[config.mk]
export PLATFORM = sky130hd
export DESIGN_NAME = kmst_ctrl
export DESIGN_NICKNAME = d
export VERILOG_FILES = /design/src/hdl/kmst_pkg.sv /design/src/hdl/kmst_ctrl.sv
export SDC_FILE = /design/constraint.sdc
export NUM_CORES = 1
export LEC_CHECK = 0
export ABC_CLOCK_PERIOD_IN_PS = 2600
export BUFFER_PORTS_ARGS = -buffer_cell sky130_fd_sc_hd__buf_4
export CORE_AREA = 2 2 39 41
export CTS_CLUSTER_DIAMETER = 40
export DETAILED_ROUTE_END_ITERATION = 10
export DIE_AREA = 0 0 41 43
export PLACE_DENSITY = 0.7
export SLEW_MARGIN = 20
export SYNTH_ARGS = -nofsm -noshare
export SYNTH_HDL_FRONTEND = slang
export SYNTH_SLANG_ARGS = --single-unit
[constraint.sdc]
create_clock -name clk -period 2.6 [get_ports clk]
set_input_delay 0 -clock clk [delete_from_list [all_inputs] [get_ports clk]]
set_output_delay 0 -clock clk [all_outputs]
set_load 0.02 [all_outputs]
[src/hdl/kmst_pkg.sv]
// shared types and constants for the kruskal mst cost unit
package kmst_pkg;

    localparam int MAX_VERTICES = 64;
    localparam int MAX_EDGES    = 256;
    localparam int COST_BITS    = 16;
    localparam int VIDX_BITS    = $clog2(MAX_VERTICES);
    localparam int EIDX_BITS    = $clog2(MAX_EDGES);
    localparam int ECNT_BITS    = EIDX_BITS + 1;
    localparam int VCNT_BITS    = 7;
    localparam int TOTAL_BITS   = 22;
    localparam int USED_BITS    = 6;

    typedef struct packed {
        logic [6:0]  edge_from;
        logic [6:0]  edge_to;
        logic [15:0] edge_cost;
        logic        edge_present;
        logic        last_edge;
    } in_t;

    typedef struct packed {
        logic [21:0] total_cost;
        logic [5:0]  edges_used;
        logic        spanning;
        logic        store_overflow;
        logic        bad_vertex_seen;
    } out_t;

    typedef struct packed {
        logic [VIDX_BITS-1:0] a;
        logic [VIDX_BITS-1:0] b;
        logic [COST_BITS-1:0] cost;
    } edge_t;

    typedef struct packed {
        logic load;
        logic start;
        logic init_wr;
        logic pass_start;
        logic scan_rd;
        logic scan_cmp;
        logic pick_rd;
        logic get;
        logic walk_rd;
        logic fa_step;
        logic fb_step;
        logic unite;
        logic finish;
    } cmd_t;

    typedef struct packed {
        logic init_last;
        logic no_more;
        logic scan_last;
        logic found;
        logic bad_edge;
        logic at_root;
        logic out_busy;
    } status_t;

endpackage

[src/hdl/kmst_ctrl.sv]
// sequencer for loading, edge selection and union-find steps
module kmst_ctrl (
    input  logic             clk,
    input  logic             rst_n,
    input  logic             in_valid,
    input  logic             in_last,
    output logic             in_ready,
    input  kmst_pkg::status_t sts,
    output kmst_pkg::cmd_t    cmd
);
    import kmst_pkg::*;

    typedef enum logic [3:0] {
        S_IDLE, S_INIT, S_PASS, S_SCAN_RD, S_SCAN_CMP, S_PICK, S_GET,
        S_FA_RD, S_FA_CHK, S_FB_RD, S_FB_CHK, S_UNITE, S_DONE
    } state_t;

    state_t state_reg, state_next;

    always_comb
    begin
        cmd        = '0;
        state_next = state_reg;
        in_ready   = (state_reg == S_IDLE);
        case (state_reg)
            S_IDLE:
            begin
                if (in_valid)
                begin
                    cmd.load  = 1'b1;
                    cmd.start = in_last;
                    if (in_last)
                        state_next = S_INIT;
                end
            end
            S_INIT:
            begin
                cmd.init_wr = 1'b1;
                if (sts.init_last)
                    state_next = S_PASS;
            end
            S_PASS:
            begin
                cmd.pass_start = 1'b1;
                state_next = sts.no_more ? S_DONE : S_SCAN_RD;
            end
            S_SCAN_RD:
            begin
                cmd.scan_rd = 1'b1;
                state_next  = S_SCAN_CMP;
            end
            S_SCAN_CMP:
            begin
                cmd.scan_cmp = 1'b1;
                state_next   = sts.scan_last ? S_PICK : S_SCAN_RD;
            end
            S_PICK:
            begin
                cmd.pick_rd = 1'b1;
                state_next  = sts.found ? S_GET : S_DONE;
            end
            S_GET:
            begin
                cmd.get    = 1'b1;
                state_next = sts.bad_edge ? S_PASS : S_FA_RD;
            end
            S_FA_RD:
            begin
                cmd.walk_rd = 1'b1;
                state_next  = S_FA_CHK;
            end
            S_FA_CHK:
            begin
                cmd.fa_step = 1'b1;
                state_next  = sts.at_root ? S_FB_RD : S_FA_RD;
            end
            S_FB_RD:
            begin
                cmd.walk_rd = 1'b1;
                state_next  = S_FB_CHK;
            end
            S_FB_CHK:
            begin
                cmd.fb_step = 1'b1;
                state_next  = sts.at_root ? S_UNITE : S_FB_RD;
            end
            S_UNITE:
            begin
                cmd.unite  = 1'b1;
                state_next = S_PASS;
            end
            S_DONE:
            begin
                if (!sts.out_busy)
                begin
                    cmd.finish = 1'b1;
                    state_next = S_IDLE;
                end
            end
            default:
            begin
                state_next = S_IDLE;
            end
        endcase
    end

    always_ff @(posedge clk or negedge rst_n)
    begin
        if (!rst_n)
            state_reg <= S_IDLE;
        else
            state_reg <= state_next;
    end

endmodule

-- After elaboration in Yosys (flattened, before gate mapping)
Cells that the tools add are included.
- equal/unequal tests: 16
- muxes and demuxes: 25
- reductions and logical operators: 3
- operators with widths (cell ; count):
    4-bit one-hot mux with 13 select lines ; 1
    4-bit 2-to-1 mux ; 7
    4-bit == test, second input constant ; 5
    4-bit by 3-bit == test with 1-bit output, second input constant ; 4
    1-bit 2-to-1 mux ; 12
    4-bit by 2-bit == test with 1-bit output, second input constant ; 2
    2-bit != test, second input constant ; 4
    2-bit 2-to-1 mux ; 3
    3-bit 2-to-1 mux ; 2
    4-bit by 1-bit == test with 1-bit output, second input constant ; 1
    4-bit zero test ; 1
    4-bit AND reduction ; 1
    2-bit OR reduction ; 1
- flip-flop bits (word level): 4
- logic and storage cells: 45

-- Depth between registers and ports, before layout
Gate-level depths: netlist of the first run.
- word-level depth: 3
- depth in mapped cells: 6
- depth with buffers taken out: 4

-- Worst setup path after synthesis of the first run
OpenSTA, ideal clock, no wires.
- path type: register to register
- from: register state_reg[3]
- to: register state_reg[0]
- library setup time: 0.122 ns
- arrival time: 1.537 ns
- slack: 0.942 ns
- cell stages (with the launch flop): 5
- clock period less this slack: 1.658 ns
- cell sequence: dfrtp_1 buf_4 nor4_2 nand2_1 a32o_1
- word-level cells in the longest chain between the ends: 3
- elaborated cells on any way between the ends: 19
- those cells by class: eq/ne (16); mux (1); reduce/logical (2)
- ends and longest elaborated chain (element ; RTL line ; RTL):
    from (decl) ; kmst_ctrl.sv:18 ; state_t state_reg, state_next;
    from (signal assigned) ; kmst_ctrl.sv:112 ; state_reg <= state_next;
    4-bit zero test * ; -- ;
    net in_ready ; kmst_ctrl.sv:7 ; output logic in_ready,
    2-bit != test (no line) ; -- ;
    4-bit AND reduction (no line) ; -- ;
The timed path passes the listed nets; every way through them passes the cells marked *.
A chain may end at the register's enable or synchronous reset.

==> metrics.md, run 1 <==
| Metric | Value |
|---|---|
| Status | `completed` |
| Sequential fraction of the synthesis area | `20.9%` |
| Worst Hold Depth | `3` |
| Initial Util | `34.5%` |
| Post-synth top flop | `dfrtp_1` |
| Critical path fanouts, max | `18` |
| Initial antenna violation count | `0` |
| Layout cells sized above 1 | `35.6%` |
| Die width | `41 um` |
| Clock transition at path regs | `0.04 ns` |
| Routed WL per cell | `11.9 um` |
| Leakage | `0.318 nW` |
| DRT iter0 DRCs | `12` |
| CP peak stage delay | `0.66 ns` |
| Share of flip-flops with an asynchronous set or reset | `100%` |
| Worst Path Arrival | `1.71 ns` |
| FF+latch count, synth | `4` |
| Max Buffers Root-to-Sink | `2` |
| Clock latency on the worst-skew pair | `0.24 ns` |
| CP top delay family | `flip-flops` |
| GRT Total Usage | `16.5%` |
| Drt first pass iters | `4` |
| Hold Crit Start | `sts[6]` |
| Hold Path Class | `in -> reg` |
| CTS tree | `built` |
| Total CTS buffers | `3` |
| Peak supply drop | `0.606 mV` |
| First-pass GRT wire length | `1990 um` |
| Port Buf Inserts | `24` |
| ANT nets after route | `0` |
| Max-slew headroom | `65.0%` |
| GRT overflow | `0` |
| Vias | `548` |
| Post-CTS Setup Repair Bufs | `0` |
| Final min period | `1.71 ns` |
| Worst Setup SP | `state_reg[0]$_DFFE_PN0P_` |
| Post-Syn Area | `478 um2` |
| EDFF count, synth | `0` |
| Post-DP HPWL | `910 um` |
| Die height | `43 um` |
| Mapped Nets | `76` |
| Cts-stage hold buffer count | `1` |
| Synth cell types | `30` |
| FMAX | `584 MHz` |
| Clock sinks | `4` |
| Worst EP required | `2.60 ns` |
| DRC | `0` |
| DRT Wirelength | `1230 um` |
| Core box area | `1380 um2` |
| Layout Nets | `100` |
| Worst hold slack | `0.0518 ns` |
| CP endpoint kind | `output port` |
| FF-to-FF path depth | `4` |
| Number of max-cap violations | `0` |
| DP Area | `638 um2` |
| Crit start category | `flip-flop` |
| Unrepaired setup endpoints after global routing | `false` |
| Area Overhead vs Synth | `40.3%` |
| Avg Cell Area, Syn | `7.35 um2` |
| Setup_tns | `0 ns` |
| Setup Skew | `0.00439 ns` |
| Share of the cycle needed by the critical path after routing | `65.8%` |
| Buf/Inv on CP | `1` |
| Die Area | `1760 um2` |
| Clock root buffer | `clkbuf_4` |
| Pin count of the biggest net entering global routing | `19` |
| Worst slew pin tran | `0.525 ns` |
| Max FFs per register | `4` |
| Endpoints failing setup | `0` |
| Cts repair resizes | `0` |
| Post-Synthesis Cells | `65` |
| PwrDens | `1130 nW/um2` |
| Post-Place Cells | `99` |
| H-tree levels | `1` |
| N_diodes | `0` |
| Final GP Congestion | `0.780` |
| Crit path depth | `3` |
| Fin area | `671 um2` |
| Place WS | `0.980 ns` |
| RR Startpoint | `state_reg[2]$_DFFE_PN0P_` |
| CP max-delay cell | `dfrtp_1` |
| Via density | `5.32` |
| Count of pins over their slew limit | `0` |
| Critical path class | `reg -> out` |
| Number of fill cells | `143` |
| Layout Cells excl Fill | `103` |
| Total Power | `0.760 mW` |
| Final Hold Viols | `0` |
| Worst setup margin | `0.889 ns` |
| FP Rows | `14` |
| Final Util | `48.5%` |
| I/O pins | `25` |
| Worst-path cell chain | `nand2_1 > nor3_1 > buf_4` |
| Warnings from Yosys | `0` |
| Vias in the first global route | `484` |
-- cells by family (layout without fill, tap and decap cells) --
logic type / count (synthesis) / after routing / synth area share, %
simple gates: 36 / 36 / 41.6
compound gates: 16 / 16 / 25.7
buf+inv: 8 / 30 / 9.94
flops: 4 / 4 / 20.9
xor+xnor: 1 / 1 / 1.83
-- layer usage --
metal | wire length, um | vias to the layer above | GRT usage [%]
li1 | - | 281 | -
met1 | 516 | 245 | 20.6
met2 | 621 | 22 | 24.4
met3 | 89 | 0 | 6.81
met4 | 0 | 0 | 6.00
met5 | 0 | - | 0
-- report_power, final --
part / leakage, nW / switching, mW / internal [mW]
Combinational: 0.254 / 0.236 / 0.236
Clock: 0.0138 / 0.0268 / 0.0517
Sequential: 0.0504 / 0.119 / 0.0899
-- worst register-to-register path, stage by stage (launching register included) --
cell	delay, ns
dfrtp_1	0.55
nand2b_4	0.25
o32a_1	0.29
o32a_1	0.18
a221oi_2	0.24
-- cells in the final DEF (no fill, tap or decap) --
master	Yosys	final
nand2b_4	1	1
and2_1	1	1
inv_1	1	1
a21oi_1	7	7
nor3_1	5	5
o32a_1	3	3
a32o_1	1	1
nand2_1	8	8
or3_1	2	2
clkbuf_4	0	3
inv_2	1	1
a2bb2oi_1	1	1
a22o_1	1	1
nor2b_1	2	2
nor4_1	1	1
nor4_2	1	1
nor2_1	6	6
buf_4	2	24
dfrtp_1	4	4
a221oi_2	1	1
dlygate4sd3_1	0	1
and3_1	1	1
nand2b_1	4	4
nand4_1	1	1
or2_1	2	2
o22ai_1	1	1
a211o_1	1	1
nor3b_1	1	1
xor2_1	1	1
-- Yosys cell counts (2+ instances only) --
library cell	count	share of area [%]
or2_1	2	2.6
or3_1	2	2.6
nand2_1	8	6.3
buf_4	2	3.1
nor2b_1	2	2.6
a21oi_1	7	7.3
nor2_1	6	4.7
buf_2	2	2.1
o32a_1	3	6.3
nand2b_1	4	5.2
dfrtp_1	4	21
nor3_1	5	5.2
-- cell type report --
cell class | count | area [um2] | area share, %
clock buffer | 3 | 22.5 | 3.36
inverter | 2 | 7.51 | 1.12
multi-input combinational | 53 | 330 | 49.3
sequential | 4 | 100 | 14.9
tap | 16 | 20.0 | 2.99
timing repair buffer | 25 | 190 | 28.4
-- path summary, 6_finish.rpt --
check	slack, ns	endpoint
setup / recovery	0.89	cmd[10]
hold / removal	0.05	state_reg[1]$_DFFE_PN0P_
setup reg to reg	0.98	state_reg[1]$_DFFE_PN0P_
hold reg to reg	0.88	state_reg[2]$_DFFE_PN0P_
max in group asynchronous	2.41	state_reg[1]$_DFFE_PN0P_
min in group asynchronous	0.09	state_reg[3]$_DFFE_PN0P_
No activity file was read; power rests on OpenSTA's default activity.
==> run 2, diff against run 1 <==
- ABC_CLOCK_PERIOD_IN_PS: 2600 -> 1400
- PLACE_DENSITY: 0.7 -> 0.73
- clock period: 2.6 -> 1.4 ns (I/O delays scaled with it)
==> run 2 against run 1 <==
Effect of this change:
- the flow now finishes with violations (setup timing)
- global-route usage grew 5.4 points
- clock skew down 0.0015 ns
- non-clock buffer count rose by 22
- critical endpoint is now cmd[11]
- total power increased to 2.9 times the previous value
- critical path type unchanged
- core utilization increased by 21 points
- sequential share of layout area shrank 4.3 points
- cell count increased by 21%
==> metrics.md, run 2 (synthesis results as in run 1) <==
| Metric | Value |
|---|---|
| Die Area | `1760 um2 (unchanged)` |
| Worst-path cell chain | `buf_4 > nor4_4 > buf_4 > and3_4 > buf_6` |
| Setup Skew | `0.00289 ns (-0.00150 ns)` |
| Clock sinks | `4 (unchanged)` |
| Clock transition at path regs | `0.04 ns (about the same)` |
| Critical path class | `reg -> out` |
| Endpoints failing setup | `3 (+3)` |
| Buf/Inv on CP | `3 (+2)` |
| H-tree levels | `1 (unchanged)` |
| CP endpoint kind | `output port` |
| PwrDens | `2240 nW/um2 (+98%)` |
| Max FFs per register | `4 (unchanged)` |
| Number of fill cells | `115 (-20%)` |
| DP Area | `783 um2 (+23%)` |
| Routed WL per cell | `15.3 um (+29%)` |
| Number of max-cap violations | `0 (unchanged)` |
| I/O pins | `25 (unchanged)` |
| Pin count of the biggest net entering global routing | `12 (-7)` |
| FMAX | `685 MHz` |
| Worst EP required | `1.40 ns (-1.20 ns)` |
| Die height | `43 um (unchanged)` |
| CP max-delay cell | `dfrtp_1` |
| Commonest non-fill, non-tap cell in the layout | `buf_4` |
| Initial antenna violation count | `0 (unchanged)` |
| Worst Path Arrival | `1.46 ns (-0.25 ns)` |
| Peak supply drop | `1.09 mV (+80%)` |
| Fin area | `966 um2 (+44%)` |
| Setup_tns | `-0.134 ns (-0.134 ns)` |
| CTS tree | `built` |
| Port Buf Inserts | `24 (unchanged)` |
| Final Hold Viols | `0 (unchanged)` |
| Die width | `41 um (unchanged)` |
| Final GP Congestion | `0.835 (+7.1%)` |
| Status | `complete, but fails checks` |
| CP top delay family | `buffers and inverters` |
| Clock root buffer | `clkbuf_4` |
| DRT Wirelength | `1920 um (+56%)` |
| Share of the cycle needed by the critical path after routing | `104%` |
| Worst hold slack | `0.0384 ns (-0.0134 ns)` |
| N_diodes | `0 (unchanged)` |
| Vias in the first global route | `649 (+34%)` |
| GRT overflow | `0 (unchanged)` |
| ANT nets after route | `0 (unchanged)` |
| Most used cell, CP | `buf_4` |
| Max-slew headroom | `85.7% (+21 points)` |
| Vias | `678 (+24%)` |
| Violated checks | `setup timing` |
| FP Rows | `14 (unchanged)` |
| DRT iter0 DRCs | `17 (+5)` |
| Layout Nets | `122 (+22%)` |
| GRT Total Usage | `21.9% (+5.4 points)` |
| Initial Util | `34.5% (unchanged)` |
| Leakage | `0.456 nW (+43%)` |
| Most frequent cells in the layout | `38 x buf_4, 7 x buf_6, 6 x nand2_1, 6 x a21oi_1, 4 x nor2_1` |
| Layout cells sized above 1 | `64.2% (+29 points)` |
| Max Buffers Root-to-Sink | `2 (unchanged)` |
| Post-DP HPWL | `1200 um (+32%)` |
| First-pass GRT wire length | `2590 um (+30%)` |
| Worst setup margin | `-0.0608 ns (-0.950 ns)` |
| Core box area | `1380 um2 (unchanged)` |
| Clock latency on the worst-skew pair | `0.24 ns (about the same)` |
| Critical path fanouts, max | `11 (-7)` |
| Final min period | `1.46 ns` |
| DRC | `0 (unchanged)` |
| Unrepaired setup endpoints after global routing | `true` |
| Drt first pass iters | `4 (unchanged)` |
| Via density | `5.42 (+1.9%)` |
| Count of pins over their slew limit | `0 (unchanged)` |
| Crit start category | `flip-flop` |
| Hold Path Class | `in -> reg` |
| Total CTS buffers | `3 (unchanged)` |
| CP peak stage delay | `0.41 ns (-0.25 ns)` |
| Area Overhead vs Synth | `102%` |
| Worst slew pin tran | `0.214 ns (-0.311 ns)` |
==> run 2: cell types whose count changed in the layout (fill, tap and decap cells not counted), moves of 2 or more <==
cell      previous run  this run
buf_4               24        38
buf_6                0         7
nor3_1               5         2
dfrtp_1              4         2
dfrtp_2              0         2
nand2_1              8         6
nand2_2              0         2
nand2b_1             4         2
nand2b_4             1         3
nor2_1               6         4
nor2_2               0         2
nor3_4               0         2
==> run 2: metal layers <==
layer | vias up | GRT usage [%] | share of wire [%]
met4 | 0 | 11.3 | 4.2
li1 | 324 | - | -
met2 | 31 | 37.8 | 56
met5 | - | 0 | 0
met3 | 8 | 5.76 | 4.4
met1 | 315 | 22.3 | 35
==> run 2: final cells by class <==
type                            instances  area [um2]  area share (%)
Tap cell                               16        20.0            2.07
Inverter                                2        7.51           0.777
Sequential cell                         4         103            10.6
Clock buffer                            3        22.5            2.33
Timing Repair Buffer                   47         394            40.8
Multi-Input combinational cell         53         419            43.4
==> run 2: final timing paths <==
| check | start | end | slack [ns] | depth (start not counted) |
|---|---|---|---|---|
| worst max-delay path | state_reg[2]$_DFFE_PN0P_ | cmd[11] | -0.06 | 5 |
| worst min-delay path | sts[6] | state_reg[1]$_DFFE_PN0P_ | 0.04 | 3 |
| worst max register to register | state_reg[1]$_DFFE_PN0P_ | state_reg[3]$_DFFE_PN0P_ | -0.06 | 6 |
| worst min register to register | state_reg[0]$_DFFE_PN0P_ | state_reg[3]$_DFFE_PN0P_ | 0.76 | 2 |
| max in group asynchronous | rst_n | state_reg[3]$_DFFE_PN0P_ | 1.18 | 2 |
| min in group asynchronous | rst_n | state_reg[1]$_DFFE_PN0P_ | 0.10 | 2 |
==> run 2: timing repair <==
| item | in CTS | in global routing |
|---|---|---|
| resized for setup | 8 | 16 |
| hold buffers | 1 | 0 |
| pin swaps | 2 | 8 |
| endpoints found under the setup margin | 3 | 10 |
| buffers inserted | 5 | 3 |
| hold endpoints to repair | 4 | 0 |
==> run 2: where the power goes <==
group	switching [mW]	leakage, nW	total (mW)	internal (mW)
clock network	0.0568	0.0138	0.153	0.0966
registers	0.0682	0.0479	0.243	0.175
logic	0.849	0.394	1.77	0.922
==> run 2: worst reg2reg max path: stages, from the launching register on <==
cell,delay [ns]
dfrtp_1,0.38
buf_4,0.15
buf_4,0.15
or2_1,0.24
nand2b_1,0.08
a21oi_1,0.09
a211o_1,0.24
==> run 2: metrics by stage <==
step	worst slack, ns	total power [mW]	cells	utilization (%)
final	-0.0608	2.17	125	69.8
after global routing	-0.119	2.29	125	69.8
after CTS	-0.0632	1.94	123	64.1
after detailed placement	0.0344	1.62	114	56.6
after global placement	0.0580	1.61	114	56.6
after floorplan	-0.0866	1.09	65	-
==> run 3, diff against run 2 <==
- ABC_AREA: unset -> 1
- PLACE_DENSITY: 0.73 -> 0.69
==> run 3 against run 2 <==
Effect of this change:
- the run now ends clean
- synthesized cell count grew 32%
- via count down 8.3%
- clock skew is essentially flat
- non-clock buffer count fell by 21
- critical path depth increased by 1
- core utilization down 20 points
- critical endpoint unchanged
==> metrics.md, run 3 <==
| Metric | Value |
|---|---|
| Status | `completed` |
| Met1 global-route usage | `25.4% (+3.1 points)` |
| Initial Util | `31.6% (-2.9 points)` |
| Layout Nets | `128 (+4.9%)` |
| Port Buf Inserts | `24 (unchanged)` |
| Crit start category | `flip-flop` |
| Post-Syn Area | `438 um2 (-8.4%)` |
| Final Util | `49.8% (-20 points)` |
| Post-DP HPWL | `1080 um (-10%)` |
| Peak supply drop | `0.906 mV (-17%)` |
| Warnings from Yosys | `0 (unchanged)` |
| FF+latch count, synth | `4 (unchanged)` |
| Synth area leaders | `dfrtp_1 23%, nand2_1 21%, nor2_1 19%` |
| Layout Cells excl Fill | `131 (+4.8%)` |
| Number of fill cells | `158 (+37%)` |
| Leakage | `0.431 nW (-5.4%)` |
| Sequential fraction of the synthesis area | `22.9% (+1.9 points)` |
| DRC | `0 (unchanged)` |
| Vias in the first global route | `544 (-16%)` |
| Area Overhead vs Synth | `57.4%` |
| Endpoints failing setup | `0 (-3)` |
| Max FFs per register | `4 (unchanged)` |
| Die Area | `1760 um2 (unchanged)` |
| Share of the cycle needed by the critical path after routing | `93.1% (-11 points)` |
| Clock root buffer | `clkbuf_4` |
| Critical path fanouts, max | `6 (-5)` |
| Drt first pass iters | `4 (unchanged)` |
| Worst EP required | `1.40 ns (about the same)` |
| Count of pins over their slew limit | `0 (unchanged)` |
| GRT overflow | `0 (unchanged)` |
| Hold Path Class | `in -> reg` |
| Fin area | `689 um2 (-29%)` |
| Post-synth top flop | `dfrtp_1` |
| Layout cells sized above 1 | `31.3% (-33 points)` |
| Worst setup margin | `0.0973 ns (+0.158 ns)` |
| Number of max-cap violations | `0 (unchanged)` |
| Commonest non-fill, non-tap cell in the layout | `buf_4` |
| Initial antenna violation count | `0 (unchanged)` |
| FP Rows | `14 (unchanged)` |
| FMAX | `768 MHz (+12%)` |
| Die height | `43 um (unchanged)` |
| GR Util met3 | `3.14% (-2.6 points)` |
| Avg Cell Area, Syn | `5.09 um2 (-31%)` |
| CP max-delay cell | `dfrtp_2` |
| DRT iter0 DRCs | `22 (+5)` |
| Max-slew headroom | `81.0% (-4.6 points)` |
| DP Area | `638 um2 (-19%)` |
| Worst-path cell chain | `nor2_2 > inv_2 > nor2_4 > inv_1 > nor2_1 > buf_4` |
| I/O pins | `25 (unchanged)` |
| Worst Path Arrival | `1.30 ns (-0.16 ns)` |
| First-pass GRT wire length | `2150 um (-17%)` |
| Post-Synthesis Cells | `86 (+32%)` |
| CP endpoint kind | `output port` |
| Clock latency on the worst-skew pair | `0.23 ns (about the same)` |
| Mapped Nets | `97 (+28%)` |
| Area share of the largest cell type after synthesis | `22.9% (+1.9 points)` |
| N_diodes | `0 (unchanged)` |
| Core box area | `1380 um2 (unchanged)` |
| DRT Wirelength | `1340 um (-30%)` |
| Final Hold Viols | `0 (unchanged)` |
| Most frequent cells in the layout | `25 x buf_4, 23 x nand2_1, 19 x nor2_1, 17 x inv_1, 8 x nand3_1` |
| GRT Total Usage | `17.5% (-4.4 points)` |
| ANT nets after route | `0 (unchanged)` |
| CP peak stage delay | `0.44 ns (+0.03 ns)` |
| Met2 usage | `26.3% (-12 points)` |
| Share of flip-flops with an asynchronous set or reset | `100% (unchanged)` |
| Worst slew pin tran | `0.283 ns (+0.0699 ns)` |
| Post-Place Cells | `126 (+11%)` |
| Die width | `41 um (unchanged)` |
| Total Power | `1.32 mW (-39%)` |
| Max Buffers Root-to-Sink | `2 (unchanged)` |
| PwrDens | `1920 nW/um2 (-14%)` |
| Routed WL per cell | `10.2 um (-33%)` |
| Clock sinks | `4 (unchanged)` |
| Clock transition at path regs | `0.04 ns (about the same)` |
| CTS tree | `built` |
| Area leader, netlist | `dfrtp_1` |
| Via density | `4.75 (-12%)` |
| Final min period | `1.30 ns (-0.158 ns)` |
| Synth cell types | `10 (-67%)` |
| Vias | `622 (-8.3%)` |
| EDFF count, synth | `0 (unchanged)` |
| Critical path class | `reg -> out` |
| H-tree levels | `1 (unchanged)` |
| Most common cell in the netlist | `nand2_1` |
| Final GP Congestion | `0.842 (+0.78%)` |
| Pin count of the biggest net entering global routing | `7 (-5)` |
| Place WS | `0.155 ns (+0.120 ns)` |
| Synth cell count leaders | `24 x nand2_1, 22 x nor2_1, 19 x inv_1` |
| Layer with the highest usage | `met2` |
| Setup Skew | `0.00299 ns (+0.000100 ns)` |
| Total CTS buffers | `3 (unchanged)` |
run 3: cell types whose count changed after synthesis, sizes merged, moves of 3 or more:
cell	delta
a21oi	-6
buf	-5
inv	+17
nand2	+16
nand2b	-5
nand3	+8
nor2	+17
o32a	-3
run 3: worst paths after layout:
path | from | end | slack [ns] | cells past startpoint
worst max-delay path | state_reg[2]$_DFFE_PN0P_ | cmd[11] | 0.1 | 6
worst min-delay path | sts[6] | state_reg[0]$_DFFE_PN0P_ | 0.05 | 4
worst max register to register | state_reg[1]$_DFFE_PN0P_ | state_reg[0]$_DFFE_PN0P_ | 0.14 | 6
worst min register to register | state_reg[2]$_DFFE_PN0P_ | state_reg[2]$_DFFE_PN0P_ | 0.75 | 2
max in group asynchronous | rst_n | state_reg[2]$_DFFE_PN0P_ | 1.19 | 2
min in group asynchronous | rst_n | state_reg[3]$_DFFE_PN0P_ | 0.10 | 2
run 3: repair_timing:
item | in CTS | in global routing
hold buffers | 1 | 0
gates resized for setup | 0 | 8
endpoints found under the setup margin | 0 | 6
buffers inserted | 0 | 1
hold endpoints to repair | 4 | 0
run 3: per-layer routing:
layer  routed length, um  part of all wire [%]  vias to the layer above
met2                 688                    51                       26
met5                   0                     0                        -
li1                    -                     -                      321
met3                  94                   7.0                        2
met1                 552                    41                      273
met4                   7                  0.52                        0
run 3: per-stage QoR:
stage	TNS (ns)	hold slack (ns)
2_1_floorplan	0	-0.296
3_3_place_gp	0	-0.200
3_5_place_dp	0	-0.200
4_1_cts	0	0.0489
5_1_grt	-0.0000531	0.0872
6_report	0	0.0489
run 3: logic make-up (layout without fill, tap and decap cells):
family,Yosys count,after routing,share of synthesized area (%)
compound gates,3,3,3.43
buf+inv,19,48,16.3
simple gates,60,60,57.4
flops,4,4,22.9
run 3: final cells by class:
class / instances / area (um2) / share of cell area (%)
inverter: 19 / 71.3 / 10.3
clock buffer: 3 / 22.5 / 3.27
sequential: 4 / 101 / 14.7
timing repair buffer: 26 / 198 / 28.7
multi-input combinational: 63 / 277 / 40.1
tap: 16 / 20.0 / 2.90
run 3: where the power goes:
group          internal, mW  switching, mW  leakage [nW]
Clock                0.0958         0.0462        0.0138
Sequential            0.171         0.0696        0.0497
Combinational         0.350          0.591         0.367
Total                 0.617          0.706         0.431
run 3: critical path, delay by kind of cell, from the launching register on:
family	cells	cell delay, ns
DFF	1	0.44
and+or+nand+nor	3	0.34
buffers and inverters	3	0.28
